<file path="src/rtl/dreq_fifo_dma_channel_core_assert.svh">
// Assertion macros for the DREQ FIFO / DMA channel core.
// Define ASSERT_OFF to compile them out.
`ifndef DREQ_FIFO_DMA_CHANNEL_CORE_ASSERT_SVH
`define DREQ_FIFO_DMA_CHANNEL_CORE_ASSERT_SVH
`ifndef ASSERT_OFF
`define DFDC_ASSERT(lbl, clk, rst, prop, msg) \
   lbl: assert property (@(posedge clk) disable iff (rst) prop) else $error(msg);
`define DFDC_ASSERT_ALWAYS(lbl, clk, prop, msg) \
   lbl: assert property (@(posedge clk) prop) else $error(msg);
`else
`define DFDC_ASSERT(lbl, clk, rst, prop, msg)
`define DFDC_ASSERT_ALWAYS(lbl, clk, prop, msg)
`endif
`endif

</file>
<file path="src/rtl/dfdc_pkg.sv">
package dfdc_pkg;

   // bus function codes
   localparam logic [3:0] FN_CTL_WR  = 4'd0;
   localparam logic [3:0] FN_LEN_WR  = 4'd1;
   localparam logic [3:0] FN_PUSH    = 4'd2;
   localparam logic [3:0] FN_POP     = 4'd3;
   localparam logic [3:0] FN_SRC_WR  = 4'd4;
   localparam logic [3:0] FN_DST_WR  = 4'd5;
   localparam logic [3:0] FN_CNT_WR  = 4'd6;
   localparam logic [3:0] FN_CHAN_WR = 4'd7;
   localparam logic [3:0] FN_OP_WR   = 4'd8;
   localparam logic [3:0] FN_REG_RD  = 4'd9;

   // register read indexes
   localparam logic [2:0] RG_CTL  = 3'd0;
   localparam logic [2:0] RG_LEN  = 3'd1;
   localparam logic [2:0] RG_SRC  = 3'd2;
   localparam logic [2:0] RG_DST  = 3'd3;
   localparam logic [2:0] RG_CNT  = 3'd4;
   localparam logic [2:0] RG_CHAN = 3'd5;
   localparam logic [2:0] RG_OP   = 3'd6;

   // result kinds
   localparam logic [1:0] KIND_ACK   = 2'd0;
   localparam logic [1:0] KIND_MEMWR = 2'd1;
   localparam logic [1:0] KIND_RDATA = 2'd2;

   localparam logic [31:0] FIFO_PORT     = 32'h2000_4012;
   localparam logic [15:0] DREQ_BUSY_BIT = 16'h0004;
   localparam logic [31:0] FOLD_MASK     = 32'h1FFF_FFFF;
   localparam logic [31:0] FOLD_LIMIT    = 32'h4000_0000;
   localparam logic [31:0] DEST_STEP     = 32'd2;

   // words drained per push at most
   localparam int MAX_DRAIN = 8;
   localparam int DRAIN_W   = $clog2(MAX_DRAIN);

   typedef struct packed {
      logic push;
      logic pop;
   } fifo_cmd_type;

   typedef struct packed {
      logic [31:0] dest;
      logic [31:0] count;
      logic [31:0] chan;
      logic [31:0] op;
      logic [31:0] src;
   } chan_regs_type;

   typedef struct packed {
      logic        go;
      logic        next_go;
      logic [31:0] addr;
      logic [31:0] dest_next;
      logic [31:0] count_next;
      logic [31:0] chan_next;
   } step_type;

endpackage

</file>
<file path="src/rtl/dfdc_if.sv">
interface dfdc_req_if;
   logic        valid;
   logic        ready;
   logic [3:0]  func;
   logic [31:0] value;
   logic [2:0]  reg_index;

   modport source (output valid, output func, output value, output reg_index, input ready);
   modport sink (input valid, input func, input value, input reg_index, output ready);
endinterface

interface dfdc_rsp_if;
   logic        valid;
   logic        ready;
   logic [1:0]  kind;
   logic [31:0] mem_addr;
   logic [15:0] mem_data;
   logic [31:0] read_data;
   logic        last;

   modport source (output valid, output kind, output mem_addr, output mem_data,
                   output read_data, output last, input ready);
   modport sink (input valid, input kind, input mem_addr, input mem_data,
                 input read_data, input last, output ready);
endinterface

</file>
<file path="src/rtl/dreq_fifo_dma_channel_core.sv">
// DREQ word FIFO with one attached DMA channel.
// req carries bus items (func, value, reg_index); rsp returns results
// (kind, mem_addr, mem_data, read_data, last), last marking the final
// result of an item. Handshakes are valid/ready; a beat moves when both
// are high.
// One item at a time: req.ready is high only while the sequencer is idle,
// so a new item is not accepted until the sequencer is through with the last.
// Register writes, reads, an empty pop and unused codes load the result register
// from the execute state; a pop of a nonempty FIFO goes on through fetch and emit.
// A push runs execute, then fetch and emit for each drained word (up to 8 words)
// or once when nothing drains: the FIFO memory read and the shared step unit that
// forms the address and updates destination, count and channel control.
// A result waits in the output register while rsp.ready is low; the next
// item is still accepted but the sequencer holds until that register frees.
// Reset (synchronous, active high) empties the FIFO, clears the sequencer state
// and the control and channel registers and drops rsp.valid; no clearing pass is needed.
module dreq_fifo_dma_channel_core #(
   parameter int FIFO_DEPTH = 8
) (
   input  logic        clock,
   input  logic        reset,
   dfdc_req_if.sink    req,
   dfdc_rsp_if.source  rsp
);

   `include "dreq_fifo_dma_channel_core_assert.svh"

   localparam int CNT_W = $clog2(FIFO_DEPTH + 1);

   localparam logic [1:0] ST_IDLE  = 2'd0;
   localparam logic [1:0] ST_EXEC  = 2'd1;
   localparam logic [1:0] ST_FETCH = 2'd2;
   localparam logic [1:0] ST_EMIT  = 2'd3;

   logic [1:0]  state_ff, state_in;
   logic [3:0]  func_ff, func_in;
   logic [31:0] value_ff, value_in;
   logic [2:0]  idx_ff, idx_in;
   logic [dfdc_pkg::DRAIN_W-1:0] drain_n_ff, drain_n_in;

   logic [15:0] ctl_reg_ff, ctl_reg_in;
   logic [15:0] len_reg_ff, len_reg_in;
   logic [15:0] words_rem_ff, words_rem_in;
   logic [31:0] src_ff, src_in;
   logic [31:0] dst_ff, dst_in;
   logic [31:0] cnt_ff, cnt_in;
   logic [31:0] chan_ff, chan_in;
   logic [31:0] op_ff, op_in;

   logic        rsp_valid_ff, rsp_valid_in;
   logic [1:0]  kind_ff, kind_in;
   logic [31:0] addr_ff, addr_in;
   logic [15:0] mdata_ff, mdata_in;
   logic [31:0] rdata_ff, rdata_in;
   logic        last_ff, last_in;

   logic                   out_load;
   logic                   slot_free;
   logic                   emit_last;
   logic [31:0]            reg_rd;
   dfdc_pkg::fifo_cmd_type fifo_cmd;
   logic [CNT_W-1:0]       fifo_count;
   logic                   fifo_full;
   logic [15:0]            fifo_rd;
   dfdc_pkg::chan_regs_type regs;
   dfdc_pkg::step_type      step;

   dfdc_fifo #(.DEPTH(FIFO_DEPTH)) u_fifo (
      .clock   (clock),
      .reset   (reset),
      .cmd     (fifo_cmd),
      .wr_data (value_ff[15:0]),
      .count   (fifo_count),
      .full    (fifo_full),
      .rd_data (fifo_rd)
   );

   assign regs = '{dest: dst_ff, count: cnt_ff, chan: chan_ff, op: op_ff, src: src_ff};

   dfdc_step_unit u_step (
      .regs (regs),
      .step (step)
   );

   assign slot_free = !rsp_valid_ff || rsp.ready;
   assign req.ready = (state_ff == ST_IDLE);

   // this word ends the item if the drain cannot go on after it
   assign emit_last = !((drain_n_ff != dfdc_pkg::DRAIN_W'(dfdc_pkg::MAX_DRAIN - 1)) &&
                        (fifo_count > CNT_W'(1)) && step.next_go);

   always_comb begin
      case (idx_ff)
         dfdc_pkg::RG_CTL:  reg_rd = {16'd0, ctl_reg_ff};
         dfdc_pkg::RG_LEN:  reg_rd = {16'd0, len_reg_ff};
         dfdc_pkg::RG_SRC:  reg_rd = src_ff;
         dfdc_pkg::RG_DST:  reg_rd = dst_ff;
         dfdc_pkg::RG_CNT:  reg_rd = cnt_ff;
         dfdc_pkg::RG_CHAN: reg_rd = chan_ff;
         dfdc_pkg::RG_OP:   reg_rd = op_ff;
         default:           reg_rd = '0;
      endcase
   end

   always_comb begin
      state_in     = state_ff;
      func_in      = func_ff;
      value_in     = value_ff;
      idx_in       = idx_ff;
      drain_n_in   = drain_n_ff;
      ctl_reg_in   = ctl_reg_ff;
      len_reg_in   = len_reg_ff;
      words_rem_in = words_rem_ff;
      src_in       = src_ff;
      dst_in       = dst_ff;
      cnt_in       = cnt_ff;
      chan_in      = chan_ff;
      op_in        = op_ff;
      fifo_cmd     = '0;
      out_load     = 1'b0;
      kind_in      = dfdc_pkg::KIND_ACK;
      addr_in      = '0;
      mdata_in     = '0;
      rdata_in     = '0;
      last_in      = 1'b1;

      case (state_ff)
         ST_IDLE: begin
            if (req.valid) begin
               func_in    = req.func;
               value_in   = req.value;
               idx_in     = req.reg_index;
               drain_n_in = '0;
               state_in   = ST_EXEC;
            end
         end
         ST_EXEC: begin
            case (func_ff)
               dfdc_pkg::FN_PUSH: begin
                  fifo_cmd.push = 1'b1;
                  if (words_rem_ff != '0) begin
                     words_rem_in = words_rem_ff - 16'd1;
                     if (words_rem_ff == 16'd1) begin
                        ctl_reg_in = ctl_reg_ff & ~dfdc_pkg::DREQ_BUSY_BIT;
                     end
                  end
                  state_in = ST_FETCH;
               end
               dfdc_pkg::FN_POP: begin
                  if (fifo_count != '0) begin
                     state_in = ST_FETCH;
                  end else if (slot_free) begin
                     out_load = 1'b1;
                     kind_in  = dfdc_pkg::KIND_RDATA;
                     state_in = ST_IDLE;
                  end
               end
               dfdc_pkg::FN_REG_RD: begin
                  if (slot_free) begin
                     out_load = 1'b1;
                     kind_in  = dfdc_pkg::KIND_RDATA;
                     rdata_in = reg_rd;
                     state_in = ST_IDLE;
                  end
               end
               default: begin
                  if (slot_free) begin
                     out_load = 1'b1;
                     state_in = ST_IDLE;
                     case (func_ff)
                        dfdc_pkg::FN_CTL_WR:  ctl_reg_in = value_ff[15:0];
                        dfdc_pkg::FN_LEN_WR: begin
                           len_reg_in   = value_ff[15:0];
                           words_rem_in = value_ff[15:0];
                        end
                        dfdc_pkg::FN_SRC_WR:  src_in  = value_ff;
                        dfdc_pkg::FN_DST_WR:  dst_in  = value_ff;
                        dfdc_pkg::FN_CNT_WR:  cnt_in  = value_ff;
                        dfdc_pkg::FN_CHAN_WR: chan_in = value_ff;
                        dfdc_pkg::FN_OP_WR:   op_in   = value_ff;
                        default: ;
                     endcase
                  end
               end
            endcase
         end
         ST_FETCH: begin
            // memory read of the FIFO head lands this cycle
            state_in = ST_EMIT;
         end
         ST_EMIT: begin
            if (slot_free) begin
               out_load = 1'b1;
               if (func_ff == dfdc_pkg::FN_POP) begin
                  fifo_cmd.pop = 1'b1;
                  kind_in      = dfdc_pkg::KIND_RDATA;
                  rdata_in     = {16'd0, fifo_rd};
                  state_in     = ST_IDLE;
               end else if ((fifo_count != '0) && step.go) begin
                  fifo_cmd.pop = 1'b1;
                  kind_in      = dfdc_pkg::KIND_MEMWR;
                  addr_in      = step.addr;
                  mdata_in     = fifo_rd;
                  last_in      = emit_last;
                  dst_in       = step.dest_next;
                  cnt_in       = step.count_next;
                  chan_in      = step.chan_next;
                  drain_n_in   = drain_n_ff + 1'b1;
                  state_in     = emit_last ? ST_IDLE : ST_FETCH;
               end else begin
                  state_in = ST_IDLE;
               end
            end
         end
         default: state_in = ST_IDLE;
      endcase

      rsp_valid_in = out_load ? 1'b1 : (rsp.ready ? 1'b0 : rsp_valid_ff);
   end

   always_ff @(posedge clock) begin
      if (reset) begin
         state_ff     <= ST_IDLE;
         rsp_valid_ff <= 1'b0;
         ctl_reg_ff   <= '0;
         len_reg_ff   <= '0;
         words_rem_ff <= '0;
         src_ff       <= '0;
         dst_ff       <= '0;
         cnt_ff       <= '0;
         chan_ff      <= '0;
         op_ff        <= '0;
         drain_n_ff   <= '0;
      end else begin
         state_ff     <= state_in;
         rsp_valid_ff <= rsp_valid_in;
         ctl_reg_ff   <= ctl_reg_in;
         len_reg_ff   <= len_reg_in;
         words_rem_ff <= words_rem_in;
         src_ff       <= src_in;
         dst_ff       <= dst_in;
         cnt_ff       <= cnt_in;
         chan_ff      <= chan_in;
         op_ff        <= op_in;
         drain_n_ff   <= drain_n_in;
      end
   end

   always_ff @(posedge clock) begin
      func_ff  <= func_in;
      value_ff <= value_in;
      idx_ff   <= idx_in;
      if (out_load) begin
         kind_ff  <= kind_in;
         addr_ff  <= addr_in;
         mdata_ff <= mdata_in;
         rdata_ff <= rdata_in;
         last_ff  <= last_in;
      end
   end

   assign rsp.valid     = rsp_valid_ff;
   assign rsp.kind      = kind_ff;
   assign rsp.mem_addr  = addr_ff;
   assign rsp.mem_data  = mdata_ff;
   assign rsp.read_data = rdata_ff;
   assign rsp.last      = last_ff;

   `DFDC_ASSERT_ALWAYS(a_reset_clears, clock,
      ($past(reset) |-> (state_ff == ST_IDLE && !rsp_valid_ff && fifo_count == '0)),
      "reset did not clear sequencer and FIFO")
   `DFDC_ASSERT(a_wr_needs_go, clock, reset,
      ((out_load && kind_in == dfdc_pkg::KIND_MEMWR) |-> (step.go && fifo_count != '0)),
      "memory write issued without drain conditions")
   `DFDC_ASSERT(a_drain_limit, clock, reset,
      ((out_load && kind_in == dfdc_pkg::KIND_MEMWR &&
        drain_n_ff == dfdc_pkg::DRAIN_W'(dfdc_pkg::MAX_DRAIN - 1)) |-> last_in),
      "drain ran past the per-push limit")
   `DFDC_ASSERT(a_final_word, clock, reset,
      ((out_load && kind_in == dfdc_pkg::KIND_MEMWR && cnt_ff == 32'd1) |=>
       (!chan_ff[0] && chan_ff[1])),
      "final word did not end the channel")
   `DFDC_ASSERT(a_last_idles, clock, reset,
      ((out_load && last_in) |=> (state_ff == ST_IDLE)),
      "sequencer busy after final result")

endmodule

</file>
<file path="src/rtl/dfdc_fifo.sv">
module dfdc_fifo #(
   parameter int DEPTH = 8,
   localparam int PTR_W = (DEPTH > 1) ? $clog2(DEPTH) : 1,
   localparam int CNT_W = $clog2(DEPTH + 1)
) (
   input  logic                  clock,
   input  logic                  reset,
   input  dfdc_pkg::fifo_cmd_type cmd,
   input  logic [15:0]           wr_data,
   output logic [CNT_W-1:0]      count,
   output logic                  full,
   output logic [15:0]           rd_data
);

   logic [15:0]      mem_ff [DEPTH];
   logic [15:0]      rd_data_ff;
   logic [PTR_W-1:0] head_ff, head_in;
   logic [PTR_W-1:0] tail_ff, tail_in;
   logic [CNT_W-1:0] count_ff, count_in;
   logic             do_push, do_pop;

   assign full    = (count_ff == CNT_W'(DEPTH));
   assign do_push = cmd.push && !full;
   assign do_pop  = cmd.pop && (count_ff != '0);

   always_comb begin
      head_in  = head_ff;
      tail_in  = tail_ff;
      count_in = count_ff;
      if (do_push) begin
         tail_in = (tail_ff == PTR_W'(DEPTH - 1)) ? '0 : tail_ff + 1'b1;
      end
      if (do_pop) begin
         head_in = (head_ff == PTR_W'(DEPTH - 1)) ? '0 : head_ff + 1'b1;
      end
      if (do_push && !do_pop) begin
         count_in = count_ff + 1'b1;
      end else if (do_pop && !do_push) begin
         count_in = count_ff - 1'b1;
      end
   end

   always_ff @(posedge clock) begin
      if (reset) begin
         head_ff  <= '0;
         tail_ff  <= '0;
         count_ff <= '0;
      end else begin
         head_ff  <= head_in;
         tail_ff  <= tail_in;
         count_ff <= count_in;
      end
   end

   always_ff @(posedge clock) begin
      if (do_push) begin
         mem_ff[tail_ff] <= wr_data;
      end
      rd_data_ff <= mem_ff[head_ff];
   end

   assign count   = count_ff;
   assign rd_data = rd_data_ff;

endmodule

</file>
<file path="src/rtl/dfdc_step_unit.sv">
// One drain step: folded address, register updates and the go checks
// for this word and for the word after it.
module dfdc_step_unit (
   input  dfdc_pkg::chan_regs_type regs,
   output dfdc_pkg::step_type      step
);

   logic last_word;

   assign last_word = (regs.count == 32'd1);

   always_comb begin
      step.addr       = (regs.dest < dfdc_pkg::FOLD_LIMIT) ?
                        (regs.dest & dfdc_pkg::FOLD_MASK) : regs.dest;
      step.dest_next  = regs.dest + dfdc_pkg::DEST_STEP;
      step.count_next = regs.count - 32'd1;
      step.chan_next  = last_word ? ((regs.chan & ~32'd1) | 32'd2) : regs.chan;
      step.go         = regs.op[0] && regs.chan[0] && (regs.count != '0) &&
                        (regs.src == dfdc_pkg::FIFO_PORT);
      step.next_go    = regs.op[0] && step.chan_next[0] && (step.count_next != '0) &&
                        (regs.src == dfdc_pkg::FIFO_PORT);
   end

endmodule

</file>
<file path="src/flat_wrapper.sv">
// flat-port wrapper written by rule: the top's interface ports become plain ports
module dreq_fifo_dma_channel_core_flat 
#(
   parameter int FIFO_DEPTH = 8
)
  (clock, reset, req_valid, req_func, req_value, req_reg_index, req_ready, rsp_valid, rsp_kind, rsp_mem_addr, rsp_mem_data, rsp_read_data, rsp_last, rsp_ready);
  dfdc_req_if req_i ();
  dfdc_rsp_if rsp_i ();
  input  logic clock;
  input  logic reset;
  input wire logic [$bits(req_i.valid)-1:0] req_valid;
  input wire logic [$bits(req_i.func)-1:0] req_func;
  input wire logic [$bits(req_i.value)-1:0] req_value;
  input wire logic [$bits(req_i.reg_index)-1:0] req_reg_index;
  output wire logic [$bits(req_i.ready)-1:0] req_ready;
  output wire logic [$bits(rsp_i.valid)-1:0] rsp_valid;
  output wire logic [$bits(rsp_i.kind)-1:0] rsp_kind;
  output wire logic [$bits(rsp_i.mem_addr)-1:0] rsp_mem_addr;
  output wire logic [$bits(rsp_i.mem_data)-1:0] rsp_mem_data;
  output wire logic [$bits(rsp_i.read_data)-1:0] rsp_read_data;
  output wire logic [$bits(rsp_i.last)-1:0] rsp_last;
  input wire logic [$bits(rsp_i.ready)-1:0] rsp_ready;
  assign req_i.valid = req_valid;
  assign req_i.func = req_func;
  assign req_i.value = req_value;
  assign req_i.reg_index = req_reg_index;
  assign req_ready = req_i.ready;
  assign rsp_valid = rsp_i.valid;
  assign rsp_kind = rsp_i.kind;
  assign rsp_mem_addr = rsp_i.mem_addr;
  assign rsp_mem_data = rsp_i.mem_data;
  assign rsp_read_data = rsp_i.read_data;
  assign rsp_last = rsp_i.last;
  assign rsp_i.ready = rsp_ready;
  dreq_fifo_dma_channel_core #(.FIFO_DEPTH(FIFO_DEPTH)) u_core (.clock(clock), .reset(reset), .req(req_i), .rsp(rsp_i));
endmodule
</file>
<file path="config.mk">
export PLATFORM = sky130hd
export DESIGN_NAME = dreq_fifo_dma_channel_core_flat
export DESIGN_NICKNAME = d
export VERILOG_FILES = /design/src/rtl/dfdc_pkg.sv /design/src/rtl/dfdc_if.sv /design/src/rtl/dreq_fifo_dma_channel_core.sv /design/src/rtl/dfdc_fifo.sv /design/src/rtl/dfdc_step_unit.sv /design/src/flat_wrapper.sv
export VERILOG_INCLUDE_DIRS = /design/src /design/src/rtl
export SDC_FILE = /design/constraint.sdc
export NUM_CORES = 1
export LEC_CHECK = 0
export BUFFER_PORTS_ARGS = -buffer_cell sky130_fd_sc_hd__buf_2
export CELL_PAD_IN_SITES_DETAIL_PLACEMENT = 1
export CELL_PAD_IN_SITES_GLOBAL_PLACEMENT = 1
export CORE_ASPECT_RATIO = 1.2
export CORE_MARGIN = 2
export CORE_UTILIZATION = 25
export DETAILED_ROUTE_END_ITERATION = 8
export PLACE_DENSITY_LB_ADDON = 0.25
export SYNTH_ARGS = -nofsm -noshare
export SYNTH_HDL_FRONTEND = slang
export SYNTH_HIERARCHICAL = 1
export SYNTH_SLANG_ARGS = --single-unit
</file>
<file path="constraint.sdc">
create_clock -name clock -period 6.4 [get_ports clock]
set_clock_uncertainty 0.05 [all_clocks]
set_input_delay 1.28 -clock clock [delete_from_list [all_inputs] [get_ports clock]]
set_output_delay 1.28 -clock clock [all_outputs]
set_load 0.01 [all_outputs]
</file>
==> impl_metrics.toml <==
[clock_tree]
cts_buffers = 55
cts_hold_buf = 0
clock_latency_ps = 650
clock-sinks = 490
cts_tree = "built"
root_buffer = "clkbuf_16"
postCtsResizedCells = 0
clk_pin_slew_worst_paths_ps = 60
clk_path_buf_depth = 3
post-cts-setup-buffers = 0
htreeDepth = 2

[floorplanning]
ios = 128
num_rows = 120
die_h_microns = 334
die-area_sq_mm = 0.0930
core_area_sq_mm = 0.0895
fp.dieW_microns = 279
start_util = 0.253

[sta]
finalHoldViolations = 0
finalSetupViolCount = 0
drv_slew = 0
finalSetupTns_ps = 0
period_needed_ps = 4340
fmax_mhz = 230
min_period_over_period = 0.679
grt_setup_unrepaired = "false"
tightest_slew_ps = 1190
slew_headroom = 0.208

[routing]
drt_iter0_drc = 1116
ant_nets = 0
viasPerCell = 5.02
vias = 16500
firstDrtPassIters = 5
wire_per_inst_microns = 23.7
wl_microns = 77900
drc_errors = 0

[power]
p_per_area_mw_per_mm2 = 282
power.leakage_nw = 8.60
peakVddDrop_v = 0.000227

[grt]
grt_max_degree = 93
grt_overflow_total = 0
grt_pass1_vias = 17400
grt_pass1_wl_microns = 115000
track_usage = 0.164
antenna_found_initial = 4

[worst_hold_path]
min_from = "u_core/len_reg_ff[1]$_SDFFE_PP0P_"
min_path_cells = 2
min_path_type = "register to register"

[layout]
final_nets = 2144
area_growth_pct = 14.3
drive_above_1_share = 0.175
postLayoutCoreUtil = 0.289

[setup_path]
reg2reg_depth = 12
critPathRequiredTime_ps = 6810
path_max_fanout = 50
critPathLaunch = "u_core/src_ff[22]$_SDFFE_PP0P_"
crit_slowest_cell = "nor4b_1"
path_depth = 12
cp-end-kind = "register"
r2r_start = "u_core/src_ff[22]$_SDFFE_PP0P_"
crit_arrival_ps = 4760
crit_top_cell = "buf_4"
critPathLaunchType = "register"
path_class = "register to register"
worst-path-buf-inv = 3
cp_top_family = "simple AND/OR/NAND/NOR gates"
slowest_delay_ps = 600
crit_chain = "nor4b_1 -> nand4_1 -> nor3_1 -> o31a_1 -> o41ai_2 -> nor4_4 -> buf_4 -> o21bai_4 -> buf_4 -> and2_1 -> buf_4 -> a211oi_1"

[synth]
synth_nets = 2139
ys_warn_count = 6
synth.cell_area_sq_mm = 0.0226
synthCells = 2079
avgSynthCellArea_sq_um = 10.9

[outcome]
outcome = "completed"

[place]
place_hpwl_microns = 52400
io_buffers = 127
gp_congestion = 0.815

[flow_run]
cap_violations = 0
where the power goes:
part	switching (mW)	leakage (nW)	internal [mW]
clock network	1.40	0.945	1.94
logic	0.347	3.39	0.157
registers	0.0831	4.27	3.38
registers in the layout, indices dropped and copies added, names as in the netlist, 32 cells and up:
| signal | flops |
|---|---|
| u_core/u_fifo/mem_ff | 128 |
| u_core/chan_ff | 32 |
| u_core/cnt_ff | 32 |
| u_core/dst_ff | 32 |
| u_core/op_ff | 32 |
| u_core/rsp.mem_addr | 32 |
| u_core/rsp.read_data | 32 |
| u_core/src_ff | 32 |
| u_core/value_ff | 32 |
worst register-to-register path: stages, from the launching register on:
cell and delay (ps):
dfxtp_1 330, nor4b_1 600, nand4_1 250, nor3_1 280, o31a_1 310, o41ai_2 160, nor4_4 320, buf_4 530
o21bai_4 240, buf_4 380, and2_1 190, buf_4 370, a211oi_1 150
layer usage:
layer | up-vias | track usage | part of all wire
met2 | 372 | 0.279 | 0.48
li1 | 7701 | - | -
met5 | - | 0 | 0.00036
met3 | 117 | 0.0278 | 0.043
met4 | 6 | 0.0572 | 0.033
met1 | 8311 | 0.211 | 0.44
path summary, 6_finish.rpt:
check | to | slack (ps)
max | u_core/cnt_ff[21]$_SDFFE_PP0P_ | 2060
min | u_core/len_reg_ff[1]$_SDFFE_PP0P_ | 410
max reg2reg | u_core/cnt_ff[21]$_SDFFE_PP0P_ | 2060
min reg2reg | u_core/len_reg_ff[1]$_SDFFE_PP0P_ | 410
stage by stage:
| step | total power, mW | setup WS, ps | hold WS (ps) | instance area (sq um) | cells |
|---|---|---|---|---|---|
| floorplan | 3.82 | 201 | 379 | 22600 | 2079 |
| global placement | 4.03 | 2170 | 389 | 24000 | 3186 |
| detailed placement | 4.04 | 2050 | 400 | 24000 | 3186 |
| CTS | 7.42 | 2020 | 409 | 25900 | 3290 |
| global route | 7.57 | 1810 | 431 | 25900 | 3290 |
| finish | 7.31 | 2060 | 407 | 25900 | 3291 |
area by class of cell:
| cell class | instances | area, sq um |
|---|---|---|
| diodes | 1 | 2.50 |
| clock buffers | 75 | 1570 |
| clock inverters | 29 | 328 |
| fillers | 9933 | 63600 |
| inverters | 15 | 56.3 |
| multi-input cells | 1353 | 9210 |
| flip-flops and latches | 490 | 12300 |
| well taps | 1159 | 1450 |
| repair buffers | 169 | 957 |
placed cells by master, fill, tap and decap left out, drive strengths merged, types with 4 or more instances in the layout:
| cell | instances |
|---|---|
| a211oi | 98 |
| a21oi | 318 |
| a222oi | 15 |
| a22o | 20 |
| a22oi | 22 |
| a31oi | 10 |
| a32oi | 4 |
| and2 | 88 |
| and3 | 8 |
| buf | 169 |
| bufinv | 5 |
| clkbuf | 75 |
| clkinv | 21 |
| dfxtp | 240 |
| edfxtp | 250 |
| ha | 16 |
| inv | 17 |
| mux2 | 47 |
| mux2i | 24 |
| mux4 | 40 |
| nand2 | 231 |
| nand2b | 10 |
| nand3 | 53 |
| nand3b | 5 |
| nand4 | 20 |
| nor2 | 76 |
| nor2b | 15 |
| nor3 | 32 |
| nor4 | 20 |
| nor4b | 5 |
| o21ai | 32 |
| o22ai | 4 |
| o311ai | 14 |
| o31ai | 20 |
| o41ai | 4 |
| or2 | 6 |
| or3 | 8 |
| or4 | 8 |
| xnor2 | 28 |
| xor2 | 24 |
Note: power is estimated with default switching activity, not from simulation.
